===== config.mk =====
export PLATFORM = sky130hd
export DESIGN_NAME = i2c_register_transaction_sequencer_top_flat
export DESIGN_NICKNAME = d
export VERILOG_FILES = /design/src/rtl/core/i2cts_pkg.sv /design/src/rtl/core/i2cts_if.sv /design/src/rtl/core/i2c_register_transaction_sequencer_top.sv /design/src/flat_wrapper.sv
export SDC_FILE = /design/constraint.sdc
export NUM_CORES = 1
export LEC_CHECK = 0
export ABC_AREA = 1
export BUFFER_PORTS_ARGS = -buffer_cell sky130_fd_sc_hd__buf_2
export CORE_ASPECT_RATIO = 1.75
export CORE_MARGIN = 4
export CORE_UTILIZATION = 44
export CTS_CLUSTER_DIAMETER = 40
export DETAILED_ROUTE_END_ITERATION = 8
export GPL_ROUTABILITY_DRIVEN = 0
export HOLD_SLACK_MARGIN = 0.15
export PLACE_DENSITY = 0.72
export SLEW_MARGIN = 10
export SYNTH_ARGS = -nofsm -noshare
export SYNTH_HDL_FRONTEND = slang
export SYNTH_SLANG_ARGS = --single-unit

===== constraint.sdc =====
create_clock -name clk -period 4.85 [get_ports clk]
set_input_delay 0.485 -clock clk [delete_from_list [all_inputs] [get_ports clk]]
set_output_delay 0.485 -clock clk [all_outputs]
set_load 0.005 [all_outputs]

===== src/rtl/core/i2cts_pkg.sv =====
// ----------------------------------------------------------------------------
// i2cts_pkg
// Shared types and codes of the I2C register transaction sequencer.
// ----------------------------------------------------------------------------
package i2cts_pkg;

  localparam int CmdW    = 3;
  localparam int ActW    = 3;
  localparam int DevW    = 7;
  localparam int ByteW   = 8;
  localparam int TickW   = 16;
  localparam int CfgAddrW = 3;
  localparam int CfgDataW = 32;

  localparam logic [TickW-1:0] TimeoutReset = 16'd1000;
  localparam logic [CfgAddrW-1:0] RegTimeoutAddr = 3'd0;

  localparam logic [ByteW-1:0] StMask     = 8'hF8;
  localparam logic [ByteW-1:0] StStart    = 8'h08;
  localparam logic [ByteW-1:0] StRstart   = 8'h10;
  localparam logic [ByteW-1:0] StSlaWAck  = 8'h18;
  localparam logic [ByteW-1:0] StDataAck  = 8'h28;
  localparam logic [ByteW-1:0] StSlaRAck  = 8'h40;
  localparam logic [ByteW-1:0] ReadBit    = 8'h01;

  typedef enum logic [CmdW-1:0] {
    CMD_BEGIN_WRITE = 3'd0,
    CMD_BEGIN_READ  = 3'd1,
    CMD_BEGIN_PROBE = 3'd2,
    CMD_SUPPLY      = 3'd3,
    CMD_ENGINE_DONE = 3'd4,
    CMD_TICK        = 3'd5
  } cmd_t;

  typedef enum logic [ActW-1:0] {
    ACT_NONE  = 3'd0,
    ACT_START = 3'd1,
    ACT_SEND  = 3'd2,
    ACT_RACK  = 3'd3,
    ACT_RNACK = 3'd4,
    ACT_STOP  = 3'd5
  } act_t;

  typedef enum logic [1:0] {
    KIND_WRITE = 2'd0,
    KIND_READ  = 2'd1,
    KIND_PROBE = 2'd2
  } kind_t;

  typedef struct packed {
    logic [ActW-1:0]  action;
    logic [ByteW-1:0] action_byte;
    logic             need_data;
    logic             read_valid;
    logic [ByteW-1:0] read_byte;
    logic             done_res;
    logic             error;
    logic             present;
  } res_t;

endpackage


===== src/rtl/core/i2cts_if.sv =====
// ----------------------------------------------------------------------------
// i2cts_if
// Valid/ready channels: event input and result output of the sequencer.
// ----------------------------------------------------------------------------
interface i2cts_in_if;
  logic                        valid;
  logic                        ready;
  logic [i2cts_pkg::CmdW-1:0]  command;
  logic [i2cts_pkg::DevW-1:0]  device_address;
  logic [i2cts_pkg::ByteW-1:0] register_address;
  logic [i2cts_pkg::ByteW-1:0] byte_count;
  logic [i2cts_pkg::ByteW-1:0] write_data;
  logic [i2cts_pkg::ByteW-1:0] engine_status;
  logic [i2cts_pkg::ByteW-1:0] received_byte;

  modport source (output valid, command, device_address, register_address, byte_count,
                  write_data, engine_status, received_byte, input ready);
  modport sink   (input valid, command, device_address, register_address, byte_count,
                  write_data, engine_status, received_byte, output ready);
endinterface

interface i2cts_out_if;
  logic                        valid;
  logic                        ready;
  logic [i2cts_pkg::ActW-1:0]  action;
  logic [i2cts_pkg::ByteW-1:0] action_byte;
  logic                        need_data;
  logic                        read_valid;
  logic [i2cts_pkg::ByteW-1:0] read_byte;
  logic                        done_res;
  logic                        error;
  logic                        present;

  modport source (output valid, action, action_byte, need_data, read_valid, read_byte,
                  done_res, error, present, input ready);
  modport sink   (input valid, action, action_byte, need_data, read_valid, read_byte,
                  done_res, error, present, output ready);
endinterface


===== src/rtl/core/i2c_register_transaction_sequencer_top.sv =====
// ----------------------------------------------------------------------------
// i2c_register_transaction_sequencer_top
// Steps register write/read/probe transactions over a byte-level I2C engine.
// ----------------------------------------------------------------------------
//  channel   direction  handshake            contents
//  in_ch     in         valid/ready          command and event fields
//  out_ch    out        valid/ready          engine action, data, done flags
//  cfg_*     in         APB write/read       timeout_ticks at address 0
//
//  One event is accepted per cycle while in_ch is ready; any result is
//  registered, into the skid entry instead while out_ch is stalled.
//  A two-entry output (result register plus skid) keeps in_ch ready while
//  one result waits; in_ch stalls only when both entries are full.
//  Synchronous active-low reset returns to idle with timeout_ticks = 1000.
// ----------------------------------------------------------------------------
module i2c_register_transaction_sequencer_top (
  input  logic                             clk,
  input  logic                             rst_n,
  i2cts_in_if.sink                         in_ch,
  i2cts_out_if.source                      out_ch,
  input  logic                             cfg_psel,
  input  logic                             cfg_penable,
  input  logic                             cfg_pwrite,
  input  logic [i2cts_pkg::CfgAddrW-1:0]   cfg_paddr,
  input  logic [i2cts_pkg::CfgDataW-1:0]   cfg_pwdata,
  output logic [i2cts_pkg::CfgDataW-1:0]   cfg_prdata,
  output logic                             cfg_pready
);

  typedef enum logic [3:0] {
    PH_IDLE   = 4'd0,
    PH_START  = 4'd1,
    PH_SLAW   = 4'd2,
    PH_REG    = 4'd3,
    PH_NEED   = 4'd4,
    PH_WDATA  = 4'd5,
    PH_RSTART = 4'd6,
    PH_SLAR   = 4'd7,
    PH_RDATA  = 4'd8
  } phase_t;

  phase_t                           phase_r, phase_nxt;
  i2cts_pkg::kind_t                 kind_r, kind_nxt;
  logic [i2cts_pkg::DevW-1:0]       dev_r, dev_nxt;
  logic [i2cts_pkg::ByteW-1:0]      reg_r, reg_nxt;
  logic [i2cts_pkg::ByteW-1:0]      remain_r, remain_nxt;
  logic [i2cts_pkg::TickW-1:0]      wait_r, wait_nxt;
  logic [i2cts_pkg::TickW-1:0]      timeout_r;

  i2cts_pkg::res_t                  res;
  logic                             res_v;
  i2cts_pkg::res_t                  out_res_r, skid_res_r;
  logic                             out_valid_r, skid_valid_r;

  logic                             in_acc;
  logic                             cfg_wr;
  logic                             busy;
  logic [i2cts_pkg::ByteW-1:0]      sla;
  logic [i2cts_pkg::ByteW-1:0]      st;
  logic [i2cts_pkg::ByteW-1:0]      expected;
  logic [i2cts_pkg::ByteW-1:0]      remain_dec;
  logic [i2cts_pkg::TickW-1:0]      wait_inc;

  assign in_ch.ready = !skid_valid_r;
  assign in_acc      = in_ch.valid && in_ch.ready;
  assign cfg_pready  = 1'b1;
  assign cfg_wr      = cfg_psel && cfg_penable && cfg_pwrite && cfg_pready &&
                       (cfg_paddr == i2cts_pkg::RegTimeoutAddr);
  assign cfg_prdata  = (cfg_paddr == i2cts_pkg::RegTimeoutAddr) ?
                       {{(i2cts_pkg::CfgDataW-i2cts_pkg::TickW){1'b0}}, timeout_r} : '0;

  assign busy       = (phase_r != PH_IDLE) && (phase_r != PH_NEED);
  assign sla        = {dev_r, 1'b0};
  assign st         = in_ch.engine_status & i2cts_pkg::StMask;
  assign remain_dec = remain_r - 8'd1;
  assign wait_inc   = (wait_r != '1) ? wait_r + 16'd1 : wait_r;

  always_comb begin
    unique case (phase_r)
      PH_START:  expected = i2cts_pkg::StStart;
      PH_SLAW:   expected = i2cts_pkg::StSlaWAck;
      PH_REG:    expected = i2cts_pkg::StDataAck;
      PH_WDATA:  expected = i2cts_pkg::StDataAck;
      PH_RSTART: expected = i2cts_pkg::StRstart;
      PH_SLAR:   expected = i2cts_pkg::StSlaRAck;
      default:   expected = '0;
    endcase
  end

  always_comb begin
    phase_nxt  = phase_r;
    kind_nxt   = kind_r;
    dev_nxt    = dev_r;
    reg_nxt    = reg_r;
    remain_nxt = remain_r;
    wait_nxt   = wait_r;
    res        = '0;
    res_v      = 1'b0;
    unique case (in_ch.command)
      i2cts_pkg::CMD_BEGIN_WRITE, i2cts_pkg::CMD_BEGIN_READ,
      i2cts_pkg::CMD_BEGIN_PROBE: begin
        if (phase_r == PH_IDLE) begin
          res_v      = 1'b1;
          kind_nxt   = i2cts_pkg::kind_t'(in_ch.command[1:0]);
          dev_nxt    = in_ch.device_address;
          reg_nxt    = in_ch.register_address;
          remain_nxt = (in_ch.command == i2cts_pkg::CMD_BEGIN_PROBE) ? '0 : in_ch.byte_count;
          res.action = i2cts_pkg::ACT_START;
          phase_nxt  = PH_START;
          wait_nxt   = '0;
        end
      end
      i2cts_pkg::CMD_SUPPLY: begin
        if (phase_r == PH_NEED) begin
          res_v           = 1'b1;
          remain_nxt      = remain_dec;
          res.action      = i2cts_pkg::ACT_SEND;
          res.action_byte = in_ch.write_data;
          phase_nxt       = PH_WDATA;
          wait_nxt        = '0;
        end
      end
      i2cts_pkg::CMD_ENGINE_DONE: begin
        if (busy) begin
          res_v    = 1'b1;
          wait_nxt = '0;
          if (phase_r == PH_RDATA) begin
            res.read_valid = 1'b1;
            res.read_byte  = in_ch.received_byte;
            remain_nxt     = remain_dec;
            if (remain_dec == '0) begin
              res.action = i2cts_pkg::ACT_STOP;
              res.done_res = 1'b1;
              phase_nxt  = PH_IDLE;
            end else begin
              res.action = (remain_dec > 8'd1) ? i2cts_pkg::ACT_RACK : i2cts_pkg::ACT_RNACK;
            end
          end else if (kind_r == i2cts_pkg::KIND_PROBE && phase_r == PH_SLAW) begin
            res.action   = i2cts_pkg::ACT_STOP;
            res.done_res = 1'b1;
            res.present  = (st == i2cts_pkg::StSlaWAck);
            phase_nxt    = PH_IDLE;
          end else if (st != expected) begin
            res.action   = i2cts_pkg::ACT_STOP;
            res.done_res = 1'b1;
            res.error    = 1'b1;
            phase_nxt    = PH_IDLE;
          end else begin
            unique case (phase_r)
              PH_START: begin
                res.action      = i2cts_pkg::ACT_SEND;
                res.action_byte = sla;
                phase_nxt       = PH_SLAW;
              end
              PH_SLAW: begin
                res.action      = i2cts_pkg::ACT_SEND;
                res.action_byte = reg_r;
                phase_nxt       = PH_REG;
              end
              PH_RSTART: begin
                res.action      = i2cts_pkg::ACT_SEND;
                res.action_byte = sla | i2cts_pkg::ReadBit;
                phase_nxt       = PH_SLAR;
              end
              PH_REG, PH_WDATA: begin
                if (phase_r == PH_REG && kind_r == i2cts_pkg::KIND_READ) begin
                  res.action = i2cts_pkg::ACT_START;
                  phase_nxt  = PH_RSTART;
                end else if (remain_r == '0) begin
                  res.action   = i2cts_pkg::ACT_STOP;
                  res.done_res = 1'b1;
                  phase_nxt    = PH_IDLE;
                end else begin
                  res.action    = i2cts_pkg::ACT_NONE;
                  res.need_data = 1'b1;
                  phase_nxt     = PH_NEED;
                end
              end
              default: begin
                if (remain_r == '0) begin
                  res.action   = i2cts_pkg::ACT_STOP;
                  res.done_res = 1'b1;
                  phase_nxt    = PH_IDLE;
                end else begin
                  res.action = (remain_r > 8'd1) ? i2cts_pkg::ACT_RACK : i2cts_pkg::ACT_RNACK;
                  phase_nxt  = PH_RDATA;
                end
              end
            endcase
          end
        end
      end
      i2cts_pkg::CMD_TICK: begin
        if (busy) begin
          if (wait_inc >= timeout_r) begin
            res_v        = 1'b1;
            res.action   = i2cts_pkg::ACT_STOP;
            res.done_res = 1'b1;
            res.error    = 1'b1;
            phase_nxt    = PH_IDLE;
            wait_nxt     = '0;
          end else begin
            wait_nxt = wait_inc;
          end
        end
      end
      default: begin
      end
    endcase
  end

  always_ff @(posedge clk) begin
    if (!rst_n) begin
      phase_r   <= PH_IDLE;
      kind_r    <= i2cts_pkg::KIND_WRITE;
      dev_r     <= '0;
      reg_r     <= '0;
      remain_r  <= '0;
      wait_r    <= '0;
      timeout_r <= i2cts_pkg::TimeoutReset;
    end else begin
      if (cfg_wr) begin
        timeout_r <= cfg_pwdata[i2cts_pkg::TickW-1:0];
      end
      if (in_acc) begin
        phase_r  <= phase_nxt;
        kind_r   <= kind_nxt;
        dev_r    <= dev_nxt;
        reg_r    <= reg_nxt;
        remain_r <= remain_nxt;
        wait_r   <= wait_nxt;
      end
    end
  end

  always_ff @(posedge clk) begin
    if (!rst_n) begin
      out_valid_r  <= 1'b0;
      skid_valid_r <= 1'b0;
    end else if (!out_valid_r || out_ch.ready) begin
      if (skid_valid_r) begin
        out_valid_r  <= 1'b1;
        skid_valid_r <= 1'b0;
      end else begin
        out_valid_r <= in_acc && res_v;
      end
    end else if (in_acc && res_v) begin
      skid_valid_r <= 1'b1;
    end
  end

  always_ff @(posedge clk) begin
    if (!out_valid_r || out_ch.ready) begin
      out_res_r <= skid_valid_r ? skid_res_r : res;
    end else if (in_acc && res_v) begin
      skid_res_r <= res;
    end
  end

  assign out_ch.valid       = out_valid_r;
  assign out_ch.action      = out_res_r.action;
  assign out_ch.action_byte = out_res_r.action_byte;
  assign out_ch.need_data   = out_res_r.need_data;
  assign out_ch.read_valid  = out_res_r.read_valid;
  assign out_ch.read_byte   = out_res_r.read_byte;
  assign out_ch.done_res    = out_res_r.done_res;
  assign out_ch.error       = out_res_r.error;
  assign out_ch.present     = out_res_r.present;

`ifndef SYNTH
  a_skid_behind_out: assert property (@(posedge clk) disable iff (!rst_n)
    skid_valid_r |-> out_valid_r)
    else $error("skid entry held without a result in the output register");

  a_done_is_stop: assert property (@(posedge clk) disable iff (!rst_n)
    out_valid_r && out_res_r.done_res |-> out_res_r.action == i2cts_pkg::ACT_STOP)
    else $error("done result without stop action");

  a_idle_wait_clear: assert property (@(posedge clk) disable iff (!rst_n)
    phase_r == PH_IDLE |-> wait_r == '0)
    else $error("wait counter running while idle");

  a_begin_starts: assert property (@(posedge clk) disable iff (!rst_n)
    in_acc && phase_r == PH_IDLE &&
    (in_ch.command == i2cts_pkg::CMD_BEGIN_WRITE ||
     in_ch.command == i2cts_pkg::CMD_BEGIN_READ ||
     in_ch.command == i2cts_pkg::CMD_BEGIN_PROBE) |=> phase_r == PH_START)
    else $error("begin transaction did not enter start phase");

  a_need_no_action: assert property (@(posedge clk) disable iff (!rst_n)
    out_valid_r && out_res_r.need_data |-> out_res_r.action == i2cts_pkg::ACT_NONE)
    else $error("data request carries an engine action");
`endif

endmodule

===== src/flat_wrapper.sv =====
// flat-port wrapper written by rule: the top's interface ports become plain ports
module i2c_register_transaction_sequencer_top_flat 
  (clk, rst_n, cfg_psel, cfg_penable, cfg_pwrite, cfg_paddr, cfg_pwdata, cfg_prdata, cfg_pready, in_ch_valid, in_ch_command, in_ch_device_address, in_ch_register_address, in_ch_byte_count, in_ch_write_data, in_ch_engine_status, in_ch_received_byte, in_ch_ready, out_ch_valid, out_ch_action, out_ch_action_byte, out_ch_need_data, out_ch_read_valid, out_ch_read_byte, out_ch_done_res, out_ch_error, out_ch_present, out_ch_ready);
  i2cts_in_if in_ch_i ();
  i2cts_out_if out_ch_i ();
  input  logic clk;
  input  logic rst_n;
  input  logic cfg_psel;
  input  logic cfg_penable;
  input  logic cfg_pwrite;
  input  logic [i2cts_pkg::CfgAddrW-1:0] cfg_paddr;
  input  logic [i2cts_pkg::CfgDataW-1:0] cfg_pwdata;
  output logic [i2cts_pkg::CfgDataW-1:0] cfg_prdata;
  output logic cfg_pready;
  input wire logic [$bits(in_ch_i.valid)-1:0] in_ch_valid;
  input wire logic [$bits(in_ch_i.command)-1:0] in_ch_command;
  input wire logic [$bits(in_ch_i.device_address)-1:0] in_ch_device_address;
  input wire logic [$bits(in_ch_i.register_address)-1:0] in_ch_register_address;
  input wire logic [$bits(in_ch_i.byte_count)-1:0] in_ch_byte_count;
  input wire logic [$bits(in_ch_i.write_data)-1:0] in_ch_write_data;
  input wire logic [$bits(in_ch_i.engine_status)-1:0] in_ch_engine_status;
  input wire logic [$bits(in_ch_i.received_byte)-1:0] in_ch_received_byte;
  output wire logic [$bits(in_ch_i.ready)-1:0] in_ch_ready;
  output wire logic [$bits(out_ch_i.valid)-1:0] out_ch_valid;
  output wire logic [$bits(out_ch_i.action)-1:0] out_ch_action;
  output wire logic [$bits(out_ch_i.action_byte)-1:0] out_ch_action_byte;
  output wire logic [$bits(out_ch_i.need_data)-1:0] out_ch_need_data;
  output wire logic [$bits(out_ch_i.read_valid)-1:0] out_ch_read_valid;
  output wire logic [$bits(out_ch_i.read_byte)-1:0] out_ch_read_byte;
  output wire logic [$bits(out_ch_i.done_res)-1:0] out_ch_done_res;
  output wire logic [$bits(out_ch_i.error)-1:0] out_ch_error;
  output wire logic [$bits(out_ch_i.present)-1:0] out_ch_present;
  input wire logic [$bits(out_ch_i.ready)-1:0] out_ch_ready;
  assign in_ch_i.valid = in_ch_valid;
  assign in_ch_i.command = in_ch_command;
  assign in_ch_i.device_address = in_ch_device_address;
  assign in_ch_i.register_address = in_ch_register_address;
  assign in_ch_i.byte_count = in_ch_byte_count;
  assign in_ch_i.write_data = in_ch_write_data;
  assign in_ch_i.engine_status = in_ch_engine_status;
  assign in_ch_i.received_byte = in_ch_received_byte;
  assign in_ch_ready = in_ch_i.ready;
  assign out_ch_valid = out_ch_i.valid;
  assign out_ch_action = out_ch_i.action;
  assign out_ch_action_byte = out_ch_i.action_byte;
  assign out_ch_need_data = out_ch_i.need_data;
  assign out_ch_read_valid = out_ch_i.read_valid;
  assign out_ch_read_byte = out_ch_i.read_byte;
  assign out_ch_done_res = out_ch_i.done_res;
  assign out_ch_error = out_ch_i.error;
  assign out_ch_present = out_ch_i.present;
  assign out_ch_i.ready = out_ch_ready;
  i2c_register_transaction_sequencer_top u_core (.clk(clk), .rst_n(rst_n), .in_ch(in_ch_i), .out_ch(out_ch_i), .cfg_psel(cfg_psel), .cfg_penable(cfg_penable), .cfg_pwrite(cfg_pwrite), .cfg_paddr(cfg_paddr), .cfg_pwdata(cfg_pwdata), .cfg_prdata(cfg_prdata), .cfg_pready(cfg_pready));
endmodule

==> results.sh, run 1 <==
export IMPL_yosysWarnings=0
export IMPL_synth_top_area_share_pct=23.3
export IMPL_cpMaxStageDelayCell="dfxtp_1"
export IMPL_cp_common_cell="nand2_1"
export IMPL_path_clk_slew_ns=0.08
export IMPL_crit_start="u_core.wait_r[0]$_SDFFE_PN0P_"
export IMPL_slew_headroom_pct=43.0
export IMPL_synth_lib_cells_used_distinct=38
export IMPL_synth_area_leaders="edfxtp_1, dfxtp_1, nand2_1, nor2_1, o21ai_0"
export IMPL_slowest_delay_ns=0.39
export IMPL_fp_coreArea_um2=13800
export IMPL_multi_input_area_um2=3020
export IMPL_status="finished, final reports clean"
export IMPL_max_freq_mhz=275
export IMPL_final_util_pct=51.8
export IMPL_maxSlewViolCount=0
export IMPL_cts_resized_gates=0
export IMPL_cts_sink_count=111
export IMPL_grt_pass1_wl_um=26300
export IMPL_dr_wl_met3_um=690
export IMPL_critPathLaunchType="register"
export IMPL_die_h_um=165
export IMPL_arrival_ns=3.65
export IMPL_synth_top_cell_by_area="edfxtp_1"
export IMPL_r2r_start="u_core.wait_r[0]$_SDFFE_PN0P_"
export IMPL_synth_seq_cells=111
export IMPL_clk_latency_ns=0.35
export IMPL_gr_total_overflow=0
export IMPL_grtUsageTotal_pct=20.3
export IMPL_hp_class="in -> reg"
export IMPL_fin_nets=1072
export IMPL_hold_viol=0
export IMPL_clockRootBuffer="clkbuf_16"
export IMPL_fin_crit_ns=3.63
export IMPL_layout_common_cells="nand2_1, nor2_1, buf_2"
export IMPL_ys_flop_type="dfxtp_1"
export IMPL_maxCapViolations=0
export IMPL_start_util_pct=44.7
export IMPL_p_leak_nw=3.52
export IMPL_drt_iter0_drc=323
export IMPL_htree_num_levels=3
export IMPL_nFillCells=1407
export IMPL_viasPerCell=5.04
export IMPL_port_buffers=114
export IMPL_cp_endpoint="u_core.skid_res_r[4]$_DFFE_PP_"
export IMPL_vias=5766
export IMPL_crit_chain="ha_1, nand2_1, nor2_2, nand3_1, nor2_2, nand2_1, nor2_1, nand2_1, nand3_1, nand2_1, ha_1, nand2_1, o21bai_1, a21oi_1, nor2_1, nand3_1, nand2_1, nor2_2, buf_4"
export IMPL_clock_skew_ns=0.00965
export IMPL_routedLengthMet1_um=5790
export IMPL_holdWs_ns=0.357
export IMPL_die_area_um2=16100
export IMPL_final_common_cell="nand2_1"
export IMPL_routed_wl_um=16100
export IMPL_dr_pass1_iters=5
export IMPL_peakVddDrop_v=0.000162
export IMPL_grt_max_degree=51
export IMPL_antenna_found_initial=1
export IMPL_maxUsedRoutingLayer="met4"
export IMPL_synth_edf_count=48
export IMPL_regArea_um2=2700
export IMPL_reg2reg_depth=19
export IMPL_synth_area_per_cell_um2=7.24
export IMPL_routed_wl_met2_um=9020
export IMPL_finalNonFillerCells=1143
export IMPL_setup_viol=0
export IMPL_critPathCaptureType="register"
export IMPL_tns_ns=0
export IMPL_yosysSeqAreaShare_pct=43.7
export IMPL_syn_inst=854
export IMPL_ctsHoldBuffers=0
export IMPL_grt_pass1_vias=5674
export IMPL_required_ns=4.87
export IMPL_crit_type="reg -> reg"
export IMPL_async_reset_ff_share_pct=0
export IMPL_syn_to_final_growth_pct=16.0
export IMPL_wl_per_cell_um=14.1
export IMPL_rows=57
export IMPL_cts_tree="built"
export IMPL_post_route_period_util_pct=74.9
export IMPL_cts_made_buffers=9
export IMPL_r2r_slack_ns=1.22
export IMPL_mappedNetlistArea_um2=6180
export IMPL_r2r_end="u_core.skid_res_r[4]$_DFFE_PP_"
export IMPL_io_pins=151
export IMPL_clockBufferDepth=2
export IMPL_tightest_slew_ns=0.854
export IMPL_worst_path_max_fanout=24
export IMPL_layout_drive_gt1_share_pct=16.5
export IMPL_fp_dieW_um=97.6
export IMPL_rsz0062_at_grt="no"
export IMPL_hpwl_um=12500
export IMPL_postRouteAntennaNets=0
export IMPL_p_per_area_nw_per_um2=307
export IMPL_cts_setup_buffers=0
export IMPL_post_route_drc_count=0
export IMPL_dp_cells=1126
-- per-stage QoR --
step | instance area (um^2) | setup WS (ns) | power, mW
after CTS | 7170 | 1.20 | 2.22
after global routing | 7170 | 0.724 | 2.32
final | 7170 | 1.22 | 2.20
after global placement | 6860 | 1.28 | 1.45
after floorplan | 6240 | 1.02 | 1.34
after detailed placement | 6860 | 1.24 | 1.46
-- Yosys cell counts (13+ instances only) --
| cell type | count |
|---|---|
| nand2_1 | 232 |
| dfxtp_1 | 63 |
| ha_1 | 20 |
| nand3_1 | 42 |
| o21ai_0 | 71 |
| nor2_1 | 127 |
| clkbuf_1 | 21 |
| edfxtp_1 | 48 |
| a21oi_1 | 58 |
| nor3_1 | 13 |
| buf_4 | 17 |
| inv_1 | 77 |
-- per-layer routing --
metal	up-vias	GRT usage (%)
met5	-	0
met1	2598	20.8
li1	2965	-
met3	38	3.04
met4	0	10.2
met2	165	39.6
-- worst min-delay path by stage --
stage | end | start | slack (ns) | cells past startpoint
after detailed placement | u_core.kind_r[0]$_SDFFE_PN0P_ | u_core.kind_r[0]$_SDFFE_PN0P_ | 0.48 | 2
after CTS | u_core.timeout_r[6]$_SDFFE_PN1P_ | cfg_pwdata[6] | 0.35 | 3
after global placement | u_core.timeout_r[0]$_SDFFE_PN0P_ | u_core.timeout_r[0]$_SDFFE_PN0P_ | 0.47 | 2
after global routing | u_core.reg_r[3]$_SDFFE_PN0P_ | in_ch_register_address[3] | 0.37 | 3
after floorplan | u_core.timeout_r[0]$_SDFFE_PN0P_ | u_core.timeout_r[0]$_SDFFE_PN0P_ | 0.45 | 2
final | u_core.timeout_r[9]$_SDFFE_PN1P_ | cfg_pwdata[9] | 0.36 | 3
-- state kept, by name, summed over array words and instances, names as in the netlist, 2 cells and up --
signal	cells
u_core.phase_r	4
u_core.out_ch.action	3
u_core.reg_r	8
u_core.skid_res_r	24
u_core.timeout_r	16
u_core.out_ch.read_byte	8
u_core.out_ch.action_byte	8
u_core.wait_r	16
u_core.remain_r	8
u_core.kind_r	2
u_core.dev_r	7
-- where the power goes --
part / switching, mW / leakage (nW) / internal (mW) / total [mW]
clock: 0.353 / 0.153 / 0.409 / 0.763
combinational: 0.247 / 2.31 / 0.130 / 0.377
sequential: 0.0375 / 1.06 / 1.02 / 1.06
-- logic make-up after synthesis --
family	Yosys count	synth area share, %
AOI/OAI and AO/OA	145	12.3
xor gates and xnor gates	6	0.850
adders and majority gates	20	4.05
buffers and inverters	122	8.44
DFF	111	43.7
muxes	1	0.162
other	2	0.122
and+or+nand+nor	447	30.4
-- layout make-up --
| type | instances | share of cell area (%) |
|---|---|---|
| well taps | 177 | 3.09 |
| repair buffers | 119 | 8.48 |
| flip-flops and latches | 111 | 37.7 |
| multi-input cells | 636 | 42.1 |
| clock buffers | 9 | 3.14 |
| clock inverters | 7 | 1.15 |
| inverters | 83 | 4.35 |
| diodes | 1 | 0.0349 |
-- critical path: cells and delay by family (launching register included) --
kind | cells | cell delay (ns)
flip-flops | 1 | 0.39
adder cells (fa/ha/maj) | 2 | 0.45
AO/OA/AOI/OAI | 2 | 0.28
buffers and inverters | 1 | 0.30
AND/OR/NAND/NOR | 14 | 1.87
No activity file was read; power rests on OpenSTA's default activity.
==> run 2: changes to the inputs <==
--- a/config.mk
+++ b/config.mk
@@ -5,7 +5,7 @@
 export SDC_FILE = /design/constraint.sdc
 export NUM_CORES = 1
 export LEC_CHECK = 0
-export ABC_AREA = 1
+export ABC_AREA = 0
 export BUFFER_PORTS_ARGS = -buffer_cell sky130_fd_sc_hd__buf_2
 export CORE_ASPECT_RATIO = 1.75
 export CORE_MARGIN = 4
@@ -14,7 +14,7 @@
 export DETAILED_ROUTE_END_ITERATION = 8
 export GPL_ROUTABILITY_DRIVEN = 0
 export HOLD_SLACK_MARGIN = 0.15
-export PLACE_DENSITY = 0.72
+export PLACE_DENSITY = 0.74
 export SLEW_MARGIN = 10
 export SYNTH_ARGS = -nofsm -noshare
 export SYNTH_HDL_FRONTEND = slang
==> constraint.sdc (replaced) <==
create_clock -name clk -period 3.1 [get_ports clk]
set_input_delay 0.31 -clock clk [delete_from_list [all_inputs] [get_ports clk]]
set_output_delay 0.31 -clock clk [all_outputs]
set_load 0.005 [all_outputs]
==> results.sh, run 2 <==
export IMPL_maxSlewViolCount=0
export IMPL_synth_lib_cells_used_distinct=67
export IMPL_min_delay_path_depth=3
export IMPL_synth_top_cell_by_area="edfxtp_1"
export IMPL_post_route_drc_count=0
export IMPL_p_per_area_nw_per_um2=368
export IMPL_routed_wl_um=16700
export IMPL_final_common_cell="buf_2"
export IMPL_layout_common_cells="buf_2, nand2_1, nor2_1"
export IMPL_antenna_cells=0
export IMPL_yosys_top_cells_count="nand2_1, nor2_1, dfxtp_1"
export IMPL_path_clk_slew_ns=0.07
export IMPL_syn_to_final_growth_pct=28.7
export IMPL_antenna_found_initial=0
export IMPL_rsz0062_at_grt="yes"
export IMPL_dr_pass1_iters=5
export IMPL_holdPathEnd="u_core.timeout_r[7]$_SDFFE_PN1P_"
export IMPL_yosysWarnings=0
export IMPL_dp_cells=1029
export IMPL_max_freq_mhz=291
export IMPL_synth_area_leaders="edfxtp_1, dfxtp_1, nand2_1, ha_1, nor2_1"
export IMPL_io_pins=151
export IMPL_worst_path_stages=13
export IMPL_grtUsageTotal_pct=19.8
export IMPL_top_register="u_core.skid_res_r"
export IMPL_maxCapViolations=0
export IMPL_reg2reg_depth=13
export IMPL_mappedNetlistArea_um2=6410
export IMPL_wl_per_cell_um=15.8
export IMPL_fp_coreArea_um2=14400
export IMPL_slowest_delay_ns=0.40
export IMPL_post_route_period_util_pct=111
export IMPL_synth_seq_cells=111
export IMPL_peakVddDrop_v=0.000229
export IMPL_slew_headroom_pct=53.0
export IMPL_die_area_um2=16600
export IMPL_synth_most_common_cell="nand2_1"
export IMPL_vias=5780
export IMPL_largestRegisters="u_core.skid_res_r x24, u_core.timeout_r x16, u_core.wait_r x16"
export IMPL_required_ns=3.17
export IMPL_htree_num_levels=3
export IMPL_drt_iter0_drc=294
export IMPL_tightest_slew_ns=0.702
export IMPL_grt_pass1_wl_um=26800
export IMPL_ctsHoldBuffers=0
export IMPL_p_leak_nw=3.57
export IMPL_synth_top_area_share_pct=22.5
export IMPL_clockRootBuffer="clkbuf_16"
export IMPL_multi_input_area_um2=3710
export IMPL_hpwl_um=12200
export IMPL_worst_path_max_fanout=6
export IMPL_path_buf_inv=3
export IMPL_async_reset_ff_share_pct=0
export IMPL_viasPerCell=5.44
export IMPL_arrival_ns=3.51
export IMPL_cp_top_family="simple AND/OR/NAND/NOR gates"
export IMPL_hold_start="cfg_pwdata[7]"
export IMPL_regArea_um2=2720
export IMPL_hp_class="in -> reg"
export IMPL_cts_made_buffers=9
export IMPL_clock_skew_ns=0.0116
export IMPL_nFillCells=1298
export IMPL_ys_flop_type="dfxtp_1"
export IMPL_syn_inst=715
export IMPL_largest_reg_flops=24
export IMPL_fin_crit_ns=3.44
export IMPL_critPathLaunchType="register"
export IMPL_setup_viol=54
export IMPL_clockBufferDepth=2
export IMPL_synth_edf_count=48
export IMPL_crit_chain="nand4_1, buf_6, nor3_4, and3_4, mux2_4, ha_4, nand4_1, or3_4, or3_4, and3_4, nor3_4, buf_6, clkbuf_16"
export IMPL_fp_dieW_um=99.3
export IMPL_r2r_end="u_core.skid_res_r[4]$_DFFE_PP_"
export IMPL_cts_sink_count=111
export IMPL_holdWs_ns=0.180
export IMPL_grt_pass1_vias=5759
export IMPL_r2r_start="u_core.wait_r[3]$_SDFFE_PN0P_"
export IMPL_critPathCaptureType="register"
export IMPL_postRouteAntennaNets=0
export IMPL_yosysSeqAreaShare_pct=42.1
export IMPL_die_h_um=168
export IMPL_hold_viol=0
export IMPL_gr_total_overflow=0
export IMPL_grt_max_degree=40
export IMPL_cts_tree="built"
export IMPL_finalNonFillerCells=1062
export IMPL_status="finished, violations left"
export IMPL_cpMaxStageDelayCell="or3_4"
export IMPL_start_util_pct=44.6
export IMPL_fin_nets=989
export IMPL_port_buffers=114
export IMPL_setup_ws_ns=-0.335
export IMPL_clk_latency_ns=0.35
export IMPL_r2r_slack_ns=-0.34
export IMPL_synth_area_per_cell_um2=8.97
export IMPL_rows=58
export IMPL_violations="setup timing"
export IMPL_layout_drive_gt1_share_pct=32.0
export IMPL_crit_type="reg -> reg"
-- run 2: cell types whose count changed after synthesis, sizes merged, moves of 12 or more --
| cell | delta |
|---|---|
| nand3 | -20 |
| a21oi | -23 |
| mux2i | +19 |
| nand2 | -138 |
| buf | +12 |
| xnor2 | +19 |
| o211ai | +17 |
| mux2 | +15 |
| nor2 | -73 |
| inv | -56 |
| and2 | +31 |
| o21ai | -47 |
-- run 2: power breakdown --
part	switching, mW	internal, mW
sequential	0.0256	1.54
combinational	0.180	0.142
clock	0.576	0.569
-- run 2: worst max path at each step --
stage,from,end,slack (ns)
after floorplan,u_core.wait_r[10]$_SDFFE_PN0P_,u_core.skid_res_r[0]$_DFFE_PP_,-0.65
after global placement,u_core.wait_r[0]$_SDFFE_PN0P_,u_core.skid_res_r[19]$_DFFE_PP_,-0.22
after detailed placement,u_core.wait_r[0]$_SDFFE_PN0P_,u_core.skid_res_r[18]$_DFFE_PP_,-0.28
after CTS,u_core.wait_r[6]$_SDFFE_PN0P_,u_core.skid_res_r[3]$_DFFE_PP_,-0.29
after global routing,u_core.wait_r[3]$_SDFFE_PN0P_,u_core.skid_res_r[4]$_DFFE_PP_,-0.44
final,u_core.wait_r[3]$_SDFFE_PN0P_,u_core.skid_res_r[4]$_DFFE_PP_,-0.34
-- run 2: routing by layer --
layer  global-route usage, %  routed length [um]  vias up  part of all wire [%]
li1                        -                   -     2832                     -
met1                    20.3                5980     2691                    36
met2                    38.2                9320      193                    56
met3                    2.96                 681       64                   4.1
met4                    8.92                 745        0                   4.5
met5                       0                   0        -                     0
-- run 2: logic make-up (layout without fill, tap and decap cells) --
kind of cell / after synthesis / after routing / synth area share (%)
AOI/OAI and AO/OA: 138 / 138 / 15.1
xor gates and xnor gates: 26 / 26 / 3.55
muxes: 35 / 35 / 5.76
and+or+nand+nor: 304 / 304 / 23.4
buffers and inverters: 79 / 231 / 6.09
adders and majority gates: 20 / 20 / 3.90
DFF: 111 / 111 / 42.1
other: 2 / 17 / 0.117
-- run 2: final cells by class --
cell class | instances | share of cell area (%)
Inverter | 26 | 1.18
Timing Repair Buffer | 189 | 14.8
Clock buffer | 10 | 2.77
Sequential cell | 111 | 32.9
Multi-Input combinational cell | 540 | 44.9
Tap cell | 180 | 2.73
Clock inverter | 6 | 0.697
-- run 2: what timing repair did --
| action | in CTS | in global routing |
|---|---|---|
| gates resized for setup | 29 | 41 |
| endpoints found under the hold margin | 0 | 0 |
| setup endpoints to repair | 51 | 54 |
| gates cloned | 1 | 1 |
| pin swaps | 12 | 17 |
| setup buffers | 7 | 9 |
-- run 2: worst reg2reg max path, stage by stage, from the launching register on --
cell and delay [ns]:
dfxtp_2 0.33, nand4_1 0.13, buf_6 0.17, nor3_4 0.22, and3_4 0.21, mux2_4 0.32
ha_4 0.27, nand4_1 0.10, or3_4 0.40, or3_4 0.34, and3_4 0.17, nor3_4 0.17
buf_6 0.17, clkbuf_16 0.16
-- run 2: stage by stage --
| stage | instance area [um^2] | worst slack (ns) | util, % | total power [mW] | TNS (ns) |
|---|---|---|---|---|---|
| after floorplan | 6550 | -0.654 | - | 1.80 | -16.37 |
| after global placement | 7490 | -0.222 | 52.1 | 1.89 | -8.31 |
| after detailed placement | 7490 | -0.281 | 52.1 | 1.90 | -10.94 |
| after CTS | 7990 | -0.291 | 55.6 | 3.04 | -10.12 |
| after global routing | 8250 | -0.441 | 57.4 | 3.15 | -18.80 |
| final | 8250 | -0.335 | 57.4 | 3.03 | -12.75 |
